--- src/rtl/business_day_counter_macros.svh ---
// Assertion macros shared by the business day counter modules.
`ifndef BUSINESS_DAY_COUNTER_MACROS_SVH
`define BUSINESS_DAY_COUNTER_MACROS_SVH

// Consequent checked in the same cycle as the antecedent.
`define BDC_ASSERT_SAME(label, ante, cons, msg) \
	label: assert property (@(posedge clk) disable iff (!arst_n) (ante) |-> (cons)) \
		else $error(msg);

// Consequent checked in the cycle after the antecedent.
`define BDC_ASSERT_NEXT(label, ante, cons, msg) \
	label: assert property (@(posedge clk) disable iff (!arst_n) (ante) |=> (cons)) \
		else $error(msg);

`endif

--- src/rtl/bdc_pkg.sv ---
// Types, constants and calendar tables for the business day counter.
`default_nettype none
package bdc_pkg;

	localparam int YEAR_W  = 14;
	localparam int MONTH_W = 4;
	localparam int DAY_W   = 5;
	localparam int COUNT_W = 22;
	localparam int DSUM_W  = 15;

	localparam logic [YEAR_W-1:0]  YEAR_MIN  = 14'd1;
	localparam logic [YEAR_W-1:0]  YEAR_MAX  = 14'd9999;
	localparam logic [MONTH_W-1:0] MONTH_JAN = 4'd1;
	localparam logic [MONTH_W-1:0] MONTH_FEB = 4'd2;
	localparam logic [MONTH_W-1:0] MONTH_DEC = 4'd12;
	localparam logic [2:0]         DOW_SAT   = 3'd5;
	localparam logic [2:0]         DOW_SUN   = 3'd6;

	typedef enum logic [2:0] {
		ST_IDLE,
		ST_QUOT_START,
		ST_QUOT_END,
		ST_PREP,
		ST_REDUCE,
		ST_WALK,
		ST_OUTPUT
	} state_t;

	typedef struct packed {
		logic load;
		logic quot_start;
		logic quot_end;
		logic prep;
		logic reduce;
		logic step;
		logic load_out;
	} cmd_t;

	typedef struct packed {
		logic later;
		logic at_end;
	} status_t;

	function automatic logic [DAY_W-1:0] month_days(input logic [MONTH_W-1:0] m,
		input logic leap);
		logic [DAY_W-1:0] n;
		unique case (m)
			4'd2:                     n = leap ? 5'd29 : 5'd28;
			4'd4, 4'd6, 4'd9, 4'd11:  n = 5'd30;
			default:                  n = 5'd31;
		endcase
		return n;
	endfunction

	function automatic logic [8:0] days_before(input logic [MONTH_W-1:0] m);
		logic [8:0] n;
		unique case (m)
			4'd2:    n = 9'd31;
			4'd3:    n = 9'd59;
			4'd4:    n = 9'd90;
			4'd5:    n = 9'd120;
			4'd6:    n = 9'd151;
			4'd7:    n = 9'd181;
			4'd8:    n = 9'd212;
			4'd9:    n = 9'd243;
			4'd10:   n = 9'd273;
			4'd11:   n = 9'd304;
			4'd12:   n = 9'd334;
			default: n = 9'd0;
		endcase
		return n;
	endfunction

endpackage
`default_nettype wire

--- src/rtl/bdc_datapath.sv ---
// Datapath: date setup, weekday of the start date, and the day-by-day calendar walk.
`default_nettype none
`include "business_day_counter_macros.svh"
module bdc_datapath (
	input  wire logic                            clk,
	input  wire logic                            arst_n,
	input  wire bdc_pkg::cmd_t                   cmd,
	output bdc_pkg::status_t                     status,
	input  wire logic [bdc_pkg::YEAR_W-1:0]      start_year,
	input  wire logic [bdc_pkg::MONTH_W-1:0]     start_month,
	input  wire logic [bdc_pkg::DAY_W-1:0]       start_day,
	input  wire logic [bdc_pkg::YEAR_W-1:0]      end_year,
	input  wire logic [bdc_pkg::MONTH_W-1:0]     end_month,
	input  wire logic [bdc_pkg::DAY_W-1:0]       end_day,
	output logic [bdc_pkg::COUNT_W-1:0]          weekday_count
);

	localparam logic [25:0] RECIP_100 = 26'd5243;
	localparam logic [30:0] RECIP_7   = 31'd37450;

	logic [bdc_pkg::YEAR_W-1:0]  sy_q, ey_q, cy_q;
	logic [bdc_pkg::MONTH_W-1:0] sm_q, em_q, cm_q;
	logic [bdc_pkg::DAY_W-1:0]   sdr_q, edr_q, ed_q, cd_q;
	logic [6:0]                  sq100_q, eq100_q;
	logic [1:0]                  r4_q;
	logic [6:0]                  r100_q;
	logic [8:0]                  r400_q;
	logic [bdc_pkg::DSUM_W-1:0]  dsum_q;
	logic [2:0]                  dow_q;
	logic                        later_q;
	logic [bdc_pkg::COUNT_W-1:0] count_q, out_q;

	logic [bdc_pkg::YEAR_W-1:0]  sy_c, ey_c;
	logic [bdc_pkg::MONTH_W-1:0] sm_c, em_c;
	logic [bdc_pkg::YEAR_W-1:0]  mul_in;
	logic [25:0]                 prod100;
	logic [6:0]                  quot100;

	logic [13:0]                 s_hund, s_quad, e_hund, e_quad, py;
	logic [6:0]                  s_rem100, e_rem100, pyq100;
	logic [8:0]                  s_rem400, e_rem400;
	logic                        s_leap, e_leap;
	logic [bdc_pkg::DAY_W-1:0]   s_mdays, e_mdays, sd_c, ed_c;
	logic [bdc_pkg::DSUM_W-1:0]  dsum;

	logic [30:0]                 prod7;
	logic [12:0]                 quot7;
	logic [2:0]                  rem7;

	logic                        c_leap;
	logic [bdc_pkg::DAY_W-1:0]   c_mdays;
	logic [2:0]                  dow_next;

	always_comb begin
		sy_c = start_year;
		if (start_year < bdc_pkg::YEAR_MIN) sy_c = bdc_pkg::YEAR_MIN;
		if (start_year > bdc_pkg::YEAR_MAX) sy_c = bdc_pkg::YEAR_MAX;
		ey_c = end_year;
		if (end_year < bdc_pkg::YEAR_MIN) ey_c = bdc_pkg::YEAR_MIN;
		if (end_year > bdc_pkg::YEAR_MAX) ey_c = bdc_pkg::YEAR_MAX;
		sm_c = start_month;
		if (start_month < bdc_pkg::MONTH_JAN) sm_c = bdc_pkg::MONTH_JAN;
		if (start_month > bdc_pkg::MONTH_DEC) sm_c = bdc_pkg::MONTH_DEC;
		em_c = end_month;
		if (end_month < bdc_pkg::MONTH_JAN) em_c = bdc_pkg::MONTH_JAN;
		if (end_month > bdc_pkg::MONTH_DEC) em_c = bdc_pkg::MONTH_DEC;
	end

	// Shared divide-by-100 unit: reciprocal multiply, exact for years below 10000.
	assign mul_in  = cmd.quot_end ? ey_q : sy_q;
	assign prod100 = {12'd0, mul_in} * RECIP_100;
	assign quot100 = prod100[25:19];

	always_comb begin
		s_hund   = {7'd0, sq100_q} * 14'd100;
		s_rem100 = 7'(sy_q - s_hund);
		s_quad   = {9'd0, sq100_q[6:2]} * 14'd400;
		s_rem400 = 9'(sy_q - s_quad);
		s_leap   = (sy_q[1:0] == 2'd0 && s_rem100 != 7'd0) || s_rem400 == 9'd0;
		e_hund   = {7'd0, eq100_q} * 14'd100;
		e_rem100 = 7'(ey_q - e_hund);
		e_quad   = {9'd0, eq100_q[6:2]} * 14'd400;
		e_rem400 = 9'(ey_q - e_quad);
		e_leap   = (ey_q[1:0] == 2'd0 && e_rem100 != 7'd0) || e_rem400 == 9'd0;

		s_mdays = bdc_pkg::month_days(sm_q, s_leap);
		e_mdays = bdc_pkg::month_days(em_q, e_leap);
		if (sdr_q == 5'd0)         sd_c = 5'd1;
		else if (sdr_q > s_mdays)  sd_c = s_mdays;
		else                       sd_c = sdr_q;
		if (edr_q == 5'd0)         ed_c = 5'd1;
		else if (edr_q > e_mdays)  ed_c = e_mdays;
		else                       ed_c = edr_q;

		// Day number of the start date reduced mod 7 later; 365 is 1 mod 7.
		py     = sy_q - 14'd1;
		pyq100 = sq100_q - 7'(s_rem100 == 7'd0);
		dsum   = 15'(py) + 15'(py[13:2]) - 15'(pyq100) + 15'(pyq100[6:2])
			+ 15'(bdc_pkg::days_before(sm_q))
			+ 15'(sm_q > bdc_pkg::MONTH_FEB && s_leap) + 15'(sd_c) - 15'd1;
	end

	assign prod7 = {16'd0, dsum_q} * RECIP_7;
	assign quot7 = prod7[30:18];
	assign rem7  = 3'(dsum_q - {2'd0, quot7} * 15'd7);

	assign c_leap   = (r4_q == 2'd0 && r100_q != 7'd0) || r400_q == 9'd0;
	assign c_mdays  = bdc_pkg::month_days(cm_q, c_leap);
	assign dow_next = (dow_q == bdc_pkg::DOW_SUN) ? 3'd0 : dow_q + 3'd1;

	always_ff @(posedge clk) begin
		if (cmd.load) begin
			sy_q  <= sy_c;
			sm_q  <= sm_c;
			sdr_q <= start_day;
			ey_q  <= ey_c;
			em_q  <= em_c;
			edr_q <= end_day;
		end
		if (cmd.quot_start) sq100_q <= quot100;
		if (cmd.quot_end)   eq100_q <= quot100;
		if (cmd.prep) begin
			ed_q    <= ed_c;
			cy_q    <= sy_q;
			cm_q    <= sm_q;
			cd_q    <= sd_c;
			r4_q    <= sy_q[1:0];
			r100_q  <= s_rem100;
			r400_q  <= s_rem400;
			dsum_q  <= dsum;
			later_q <= {ey_q, em_q, ed_c} > {sy_q, sm_q, sd_c};
		end
		if (cmd.reduce) begin
			dow_q   <= rem7;
			count_q <= '0;
		end
		if (cmd.step) begin
			dow_q <= dow_next;
			if (dow_next < bdc_pkg::DOW_SAT) count_q <= count_q + 22'd1;
			if (cd_q == c_mdays) begin
				cd_q <= 5'd1;
				if (cm_q == bdc_pkg::MONTH_DEC) begin
					cm_q   <= bdc_pkg::MONTH_JAN;
					cy_q   <= cy_q + 14'd1;
					r4_q   <= r4_q + 2'd1;
					r100_q <= (r100_q == 7'd99) ? 7'd0 : r100_q + 7'd1;
					r400_q <= (r400_q == 9'd399) ? 9'd0 : r400_q + 9'd1;
				end else begin
					cm_q <= cm_q + 4'd1;
				end
			end else begin
				cd_q <= cd_q + 5'd1;
			end
		end
		if (cmd.load_out) out_q <= count_q;
	end

	assign status.later  = later_q;
	assign status.at_end = cy_q == ey_q && cm_q == em_q && cd_q == ed_q;
	assign weekday_count = out_q;

	`BDC_ASSERT_NEXT(a_count_step, cmd.step, count_q == $past(count_q) || count_q == $past(count_q) + 22'd1, "count moved by more than one day")
	`BDC_ASSERT_SAME(a_walk_date_ok, cmd.step, cd_q != 5'd0 && cd_q <= c_mdays && cm_q != 4'd0 && cm_q <= bdc_pkg::MONTH_DEC, "walk reached an invalid date")
	`BDC_ASSERT_SAME(a_walk_dow_ok, cmd.step, dow_q != 3'd7, "weekday out of range during walk")

endmodule
`default_nettype wire

--- src/rtl/bdc_ctrl.sv ---
// Controller: sequences setup, walk and result hand-off, and holds the output valid.
`default_nettype none
`include "business_day_counter_macros.svh"
module bdc_ctrl (
	input  wire logic              clk,
	input  wire logic              arst_n,
	input  wire logic              in_valid,
	output logic                   in_stall,
	output logic                   out_valid,
	input  wire logic              out_stall,
	output bdc_pkg::cmd_t          cmd,
	input  wire bdc_pkg::status_t  status
);

	bdc_pkg::state_t state_q, state_d;
	logic            out_valid_q;

	always_ff @(posedge clk or negedge arst_n) begin
		if (!arst_n) begin
			state_q     <= bdc_pkg::ST_IDLE;
			out_valid_q <= 1'b0;
		end else begin
			state_q <= state_d;
			if (cmd.load_out) out_valid_q <= 1'b1;
			else if (!out_stall) out_valid_q <= 1'b0;
		end
	end

	always_comb begin
		state_d  = state_q;
		cmd      = '0;
		in_stall = 1'b1;
		unique case (state_q)
			bdc_pkg::ST_IDLE: begin
				in_stall = 1'b0;
				if (in_valid) begin
					cmd.load = 1'b1;
					state_d  = bdc_pkg::ST_QUOT_START;
				end
			end
			bdc_pkg::ST_QUOT_START: begin
				cmd.quot_start = 1'b1;
				state_d        = bdc_pkg::ST_QUOT_END;
			end
			bdc_pkg::ST_QUOT_END: begin
				cmd.quot_end = 1'b1;
				state_d      = bdc_pkg::ST_PREP;
			end
			bdc_pkg::ST_PREP: begin
				cmd.prep = 1'b1;
				state_d  = bdc_pkg::ST_REDUCE;
			end
			bdc_pkg::ST_REDUCE: begin
				cmd.reduce = 1'b1;
				state_d    = status.later ? bdc_pkg::ST_WALK : bdc_pkg::ST_OUTPUT;
			end
			bdc_pkg::ST_WALK: begin
				if (status.at_end) state_d = bdc_pkg::ST_OUTPUT;
				else cmd.step = 1'b1;
			end
			bdc_pkg::ST_OUTPUT: begin
				if (!out_valid_q || !out_stall) begin
					cmd.load_out = 1'b1;
					state_d      = bdc_pkg::ST_IDLE;
				end
			end
			default: state_d = bdc_pkg::ST_IDLE;
		endcase
	end

	assign out_valid = out_valid_q;

	`BDC_ASSERT_NEXT(a_accept_starts, in_valid && !in_stall, state_q == bdc_pkg::ST_QUOT_START, "accepted item did not start setup")
	`BDC_ASSERT_SAME(a_no_overwrite, cmd.load_out, !out_valid_q || !out_stall, "result overwrote a pending result")
	`BDC_ASSERT_NEXT(a_walk_ends, state_q == bdc_pkg::ST_WALK && status.at_end, state_q == bdc_pkg::ST_OUTPUT && !cmd.step, "walk did not stop at the end date")

endmodule
`default_nettype wire

--- src/rtl/business_day_counter.sv ---
// Top level of the business day counter: controller and datapath.
//
//  Channel   Direction  Handshake               Payload
//  in        input      in_valid / in_stall     start_year, start_month, start_day,
//                                               end_year, end_month, end_day
//  out       output     out_valid / out_stall   weekday_count
//
// Setup passes through the accepting cycle, two divide-by-100 steps, date preparation and the
// weekday reduction. The walk then advances one calendar day per cycle and stops in the cycle that
// sees the end date; the count is then moved into the output register once out_stall no longer
// holds an earlier result. A new item is taken only after that move; an end not after the start
// skips the walk.
// Reset clears the state machine and the output valid; no memory needs clearing.
// A result held by out_stall stays in the output register while the next item is worked on.
`default_nettype none
module business_day_counter (
	input  wire logic                         clk,
	input  wire logic                         arst_n,
	input  wire logic                         in_valid,
	output logic                              in_stall,
	input  wire logic [bdc_pkg::YEAR_W-1:0]   start_year,
	input  wire logic [bdc_pkg::MONTH_W-1:0]  start_month,
	input  wire logic [bdc_pkg::DAY_W-1:0]    start_day,
	input  wire logic [bdc_pkg::YEAR_W-1:0]   end_year,
	input  wire logic [bdc_pkg::MONTH_W-1:0]  end_month,
	input  wire logic [bdc_pkg::DAY_W-1:0]    end_day,
	output logic                              out_valid,
	input  wire logic                         out_stall,
	output logic [bdc_pkg::COUNT_W-1:0]       weekday_count
);

	bdc_pkg::cmd_t    cmd;
	bdc_pkg::status_t status;

	bdc_ctrl u_ctrl (
		.clk       (clk),
		.arst_n    (arst_n),
		.in_valid  (in_valid),
		.in_stall  (in_stall),
		.out_valid (out_valid),
		.out_stall (out_stall),
		.cmd       (cmd),
		.status    (status)
	);

	bdc_datapath u_datapath (
		.clk           (clk),
		.arst_n        (arst_n),
		.cmd           (cmd),
		.status        (status),
		.start_year    (start_year),
		.start_month   (start_month),
		.start_day     (start_day),
		.end_year      (end_year),
		.end_month     (end_month),
		.end_day       (end_day),
		.weekday_count (weekday_count)
	);

endmodule
`default_nettype wire

--- config.mk ---
export PLATFORM = sky130hd
export DESIGN_NAME = business_day_counter
export DESIGN_NICKNAME = d
export VERILOG_FILES = /design/src/rtl/bdc_pkg.sv /design/src/rtl/bdc_datapath.sv /design/src/rtl/bdc_ctrl.sv /design/src/rtl/business_day_counter.sv
export VERILOG_INCLUDE_DIRS = /design/src /design/src/rtl
export SDC_FILE = /design/constraint.sdc
export NUM_CORES = 1
export LEC_CHECK = 0
export ABC_CLOCK_PERIOD_IN_PS = 6100
export BUFFER_PORTS_ARGS = -buffer_cell sky130_fd_sc_hd__buf_2
export CAP_MARGIN = 10
export CORE_MARGIN = 4
export CORE_UTILIZATION = 30
export CTS_CLUSTER_SIZE = 30
export DETAILED_ROUTE_END_ITERATION = 8
export MAX_ROUTING_LAYER = met4
export PLACE_DENSITY_LB_ADDON = 0.1
export SKIP_LAST_GASP = 1
export SYNTH_ARGS = -nofsm -noshare
export SYNTH_HDL_FRONTEND = slang
export SYNTH_SLANG_ARGS = --single-unit
--- constraint.sdc ---
create_clock -name clk -period 6.1 [get_ports clk]
set_input_delay 1.22 -clock clk [delete_from_list [all_inputs] [get_ports clk]]
set_output_delay 1.22 -clock clk [all_outputs]
set_load 0.02 [all_outputs]
[After elaboration in Yosys (flattened, before gate mapping)]
Memory sizes are Yosys's and may differ from the RTL's.
Index checks and enable logic that the tools add are counted.
Storage, ports and cells
  register bits: 173
  bits in read-only memories: 144
  input port bits: 50
  output and inout bits: 24
  word-level logic and storage cells: 201
  memories kept: 1
Cells by class
  add/subtract/negate cells: 22
  multipliers: 7
  $lt $le $gt $ge: 13
  equal/unequal tests: 33
  muxes and demuxes: 64
  reductions and logical operators: 35
Memories
  (no name shown): words 16, bits a word 9, rd ports 1, clocked after Yosys merged registers in 0, write ports 0, RTL line bdc_pkg.sv:57  | unique case (m)
Operators by type and width (number)
  $mux W14: 7
  $mux W22: 3
  $mux W9: 5
  $mux W5: 7
  $mux W7: 5
  $add A15 B5 Y15: 2
  $mul A15 B15 Y30 const B: 1
  $pmux W5 S2: 3
  $eq A4 B4 Y1 const B: 7
  $gt A14 B14 Y1 const B: 2
  $lt A14 B1 Y1 const B: 2
  $logic_not A9 Y1: 3
  $mul A14 B13 Y26 const B: 1
  $eq A4 B3 Y1 const B: 6
  $mux W4: 6
  $gt A23 B23 Y1: 1
  $add A22 B1 Y22 const B: 1
  $pmux W3 S7: 1
  $reduce_bool A7 Y1: 3
  $mux W3: 6
  $sub A9 B9 Y9: 2
  $mux W1: 16
  $add A14 B12 Y15: 1
  $add A15 B1 Y15: 1
  45 further kinds: 82

[Longest topological paths before layout]
  depth in word-level cells: 12
  depth in mapped cells: 31
  depth with buffers taken out: 31

[Cells and area by module]
From an unflattened synthesis, not the netlist that was laid out.
Second synthesis, totals
  cells, all modules: 1682
  area total of the unflattened synthesis: 16517.1 um2
Modules (own cells, without submodules)
  bdc_datapath: instances 1, cells an instance 1652, area an instance 16263.1 um2, sequential area each 4494.3 um2
  bdc_ctrl: instances 1, cells an instance 30, area an instance 254.0 um2, sequential area each 100.1 um2

[Least setup slack after synthesis]
OpenSTA, ideal clock, no wires.
  path kind: register -> register
  start point: register u_datapath.sy_q[2] (netlist name)
  end point: register u_datapath.dsum_q[14] (netlist name) (data pin)
  library setup time: 260 ps
  data arrival time: 6360 ps
  required time: 5840 ps
  slack: -520 ps
  cell stages (with the launch flop): 29
  clock period less this slack: 6620 ps
  cells stage by stage: edfxtp_1 inv_1 ha_1 fa_1 nand2b_1 a21oi_1 xnor2_1 o31ai_1 a31oi_1 nor2_1 a21oi_1 ha_1 a2111oi_0 o21ai_0 a21oi_1 fa_1 fa_1 inv_1 fa_1 ha_1 inv_1 fa_1 nor2b_1 o21ai_0 a21boi_0 o41a_1 a41o_1 o41a_1 xnor2_1
On the way
  cells in the longest elaborated chain, start to end: 11
Ends and longest elaborated chain
  start, declared: RTL line bdc_datapath.sv:21  | logic [bdc_pkg::YEAR_W-1:0] sy_q, ey_q, cy_q;
  start signal, assigned: RTL line bdc_datapath.sv:113  | sy_q <= sy_c;
  parallel branches: the longest is 9 deep, another holds $add A14 B12 Y15
  $add A15 B5 Y15 *: RTL line bdc_datapath.sv:100  | + 15'(sm_q > bdc_pkg::MONTH_FEB && s_leap) + 15'(sd_c) - 15'd1;
  $sub A15 B1 Y15 *: RTL line bdc_datapath.sv:100
  net u_datapath.dsum, one bit: RTL line bdc_datapath.sv:44  | logic [bdc_pkg::DSUM_W-1:0] dsum;
  end signal, assigned: RTL line bdc_datapath.sv:130  | dsum_q <= dsum;
  end, declared: RTL line bdc_datapath.sv:28  | logic [bdc_pkg::DSUM_W-1:0] dsum_q;
Mark *: on every way through the listed nets, which the timed path passes.
A chain may end at the register's enable or synchronous reset.

[Worst setup path after layout]
  start point: register u_datapath.sq100_q[2]
  end point: register u_datapath.dsum_q[14] (netlist name) (data pin)
On the way
  cells in the longest elaborated chain, start to end: 12
Ends and longest elaborated chain
  start, declared: RTL line bdc_datapath.sv:24  | logic [6:0] sq100_q, eq100_q;
  start signal, assigned: RTL line bdc_datapath.sv:120  | if (cmd.quot_start) sq100_q <= quot100;
  parallel branches: the longest is 10 deep, another holds $sub A15 B7 Y15
  $add A15 B5 Y15 *: RTL line bdc_datapath.sv:100
  $sub A15 B1 Y15 *: RTL line bdc_datapath.sv:100
  net u_datapath.dsum, one bit: RTL line bdc_datapath.sv:44
Marks and branches as above.

==> results.md <==
- Die area: 58600 um^2
- Finish-stage setup viols: 6
- Main synth FF type: edfxtp_1
- Layout Area Growth over Synthesis: 20.8%
- Slew HR: 27.0%
- Reg clk slew, reported paths: 0.08 ns
- DR WL/cell: 17.4 um
- Final WL: 44.5 mm
- Crit Path Max Fanout: 3
- Die W: 242 um
- RSZ-0062 raised after global routing: true
- Pre-CTS setup slack: -0.779 ns
- Top-area cell type share of the netlist area: 20.3%
- Synthesized cell area: 16400 um^2
- Synth Register Bits: 173
- Critical path type: flop to flop
- Antenna diode count: 0
- Die Y: 242 um
- Vias/cell: 4.72
- Yosys cell types: 73
- Initial antenna violation count: 0
- Max cap viols: 0
- Asr flop ratio synth: 2.31%
- Port bufs: 73
- Initial Utilization: 30.4%
- Worst-skew pair later-pin latency: 0.46 ns
- Slowest stage delay, CP: 0.58 ns
- Worst path slowest cell: fa_2
- Number of synthesized flops with an enable pin: 111
- Slew @ Worst Pin: 1.08 ns
- H-tree levels: 4
- Top cells by count, synth: 276 x inv_1, 266 x ha_1, 122 x fa_1, 111 x edfxtp_1, 96 x nand2_1
- Crit path DAT: 6.77 ns
- Status: complete, but fails checks
- Final Wtd Congestion: 0.830
- Core area: 54000 um^2
- Clock Sinks: 173
- Most used cell, CP: fa_2
- DR pass1 iterations: 6
- Failing checks: setup timing
- # rows: 85
- Share of cells above drive strength 1: 19.3%
- Post-synthesis sequential area ratio: 27.9%
- CP top delay family: adder cells
- Most common cell in the synthesized netlist: inv_1
- Critical path endpoint category: flop
- Number of global-route vias before repair: 12800
- Hold Crit Class: flop to flop
- Worst clock skew: 0.0163 ns
- Syn Nets: 2104
- Pin count of the biggest net entering global routing: 58
- CTS tree: done
- Routed Antenna Nets: 0
- Clock root buffer: clkbuf_16
- Core Util, Final: 36.8%
- # IOs: 74
- Final worst path period share: 108%
- Gr usage total: 15.8%
- Final nets: 2293
- Post-layout min period: 6.56 ns
- Setup TNS: -1.03 ns
- Overflow after GRT: 0
- Final Hold Vio Count: 0
- Largest cells by area after synthesis: edfxtp_1 20%, ha_1 20%, fa_1 15%
- Max Freq: 152 MHz
- Worst hold margin: 0.482 ns
- Count of pins over their slew limit: 0
- Final setup margin: -0.461 ns
- Violation count after the first detailed-route iteration: 491
- Post-DP HPWL: 36.6 mm
- First-pass GRT wire length: 70.8 mm
- Cell taking the most area after synthesis: edfxtp_1
- Syn Area/Cell: 9.87 um^2
- Cell count after synthesis: 1666
- Ys Warns: 0
- Drc violations: 0
- Num CTS Buffers: 17
- Critical Path Start Type: flop
- CP Data Required Time: 6.31 ns
- Vias: 12100
- Buffer and inverter count on the worst path: 2
- Clock tree buffer depth: 2
[cell usage in the layout (no fill, tap or decap), drive strengths merged, types with 5 or more instances in the layout]
cell	n
xor2	38
inv	284
o21ai	45
ha	266
nor2	91
mux2	5
a211oi	11
mux2i	28
a31oi	14
buf	214
nand4	23
o21a	15
dfxtp	58
and3	22
a21o	15
a21oi	73
xnor2	64
fa	122
nor2b	21
o22ai	12
and2	12
edfxtp	111
nand3	49
nor4	18
nand2b	21
o211ai	8
clkinv	5
nor3	33
clkbuf	18
nand2	96
nor3b	5
[metal layers]
metal	global-route usage (%)	vias to the layer above	part of all wire, %
met4	3.76	0	1.4
met3	1.67	31	2.0
met1	19.3	5868	45
met5	-	-	0
li1	-	6073	-
met2	28.0	136	52
[kinds of logic (layout without fill, tap and decap cells)]
| family | Yosys count | in the layout | share of synthesized area, % |
|---|---|---|---|
| and+or+nand+nor | 408 | 408 | 12.3 |
| adders and majority gates | 388 | 388 | 35.1 |
| buffers and inverters | 322 | 524 | 7.43 |
| AOI/OAI and AO/OA | 238 | 238 | 9.42 |
| DFF | 173 | 173 | 27.9 |
| xor gates and xnor gates | 104 | 104 | 5.71 |
| muxes | 33 | 33 | 2.07 |
[final timing paths]
path | start | end | slack [ns] | cells past startpoint
max | u_datapath.sq100_q[2] | u_datapath.dsum_q[14] | -0.46 | 26
min | u_datapath.count_q[12] | u_datapath.weekday_count[12] | 0.48 | 0
max reg2reg | u_datapath.sq100_q[2] | u_datapath.dsum_q[14] | -0.46 | 26
min reg2reg | u_datapath.count_q[12] | u_datapath.weekday_count[12] | 0.48 | 0
max in group asynchronous | arst_n | u_ctrl.state_q[2] | 5.41 | 1
min in group asynchronous | arst_n | u_ctrl.out_valid | 0.56 | 1
[flip-flops by register name, summed over array words and instances (netlist names)]
signal	count
u_ctrl.out_valid	1
u_ctrl.state_q	3
u_datapath.cd_q	5
u_datapath.cm_q	4
u_datapath.count_q	22
u_datapath.cy_q	14
u_datapath.dow_q	3
u_datapath.dsum_q	15
u_datapath.ed_q	5
u_datapath.edr_q	5
u_datapath.em_q	4
u_datapath.eq100_q	7
u_datapath.ey_q	14
u_datapath.later_q	1
u_datapath.r100_q	7
u_datapath.r400_q	9
u_datapath.r4_q	2
u_datapath.sdr_q	5
u_datapath.sm_q	4
u_datapath.sq100_q	7
u_datapath.sy_q	14
u_datapath.weekday_count	22
[layout make-up]
| type | count | area, um^2 |
|---|---|---|
| fill | 5478 | 34200 |
| multi-input combinational | 1171 | 11300 |
| sequential | 173 | 4590 |
| timing repair buffer | 214 | 1470 |
| inverter | 278 | 1040 |
| tap | 696 | 871 |
| clock buffer | 18 | 429 |
| clock inverter | 14 | 174 |
[repair_timing]
| action | CTS | global route |
|---|---|---|
| resized for setup | 57 | 52 |
| buffers inserted | 12 | 10 |
| endpoints found under the setup margin | 9 | 13 |
| hold buffers | 0 | 0 |
| pin swaps | 52 | 46 |
[through the flow]
step,instance area [um^2],std cells
floorplan,16500,1666
global placement,18500,2510
detailed placement,18500,2510
CTS,19500,2554
global route,19900,2564
finish,19900,2564
Power is left out: the tool's default activity adds up to more than one toggle a clock period on the data nets, which glitch-free logic cannot reach.
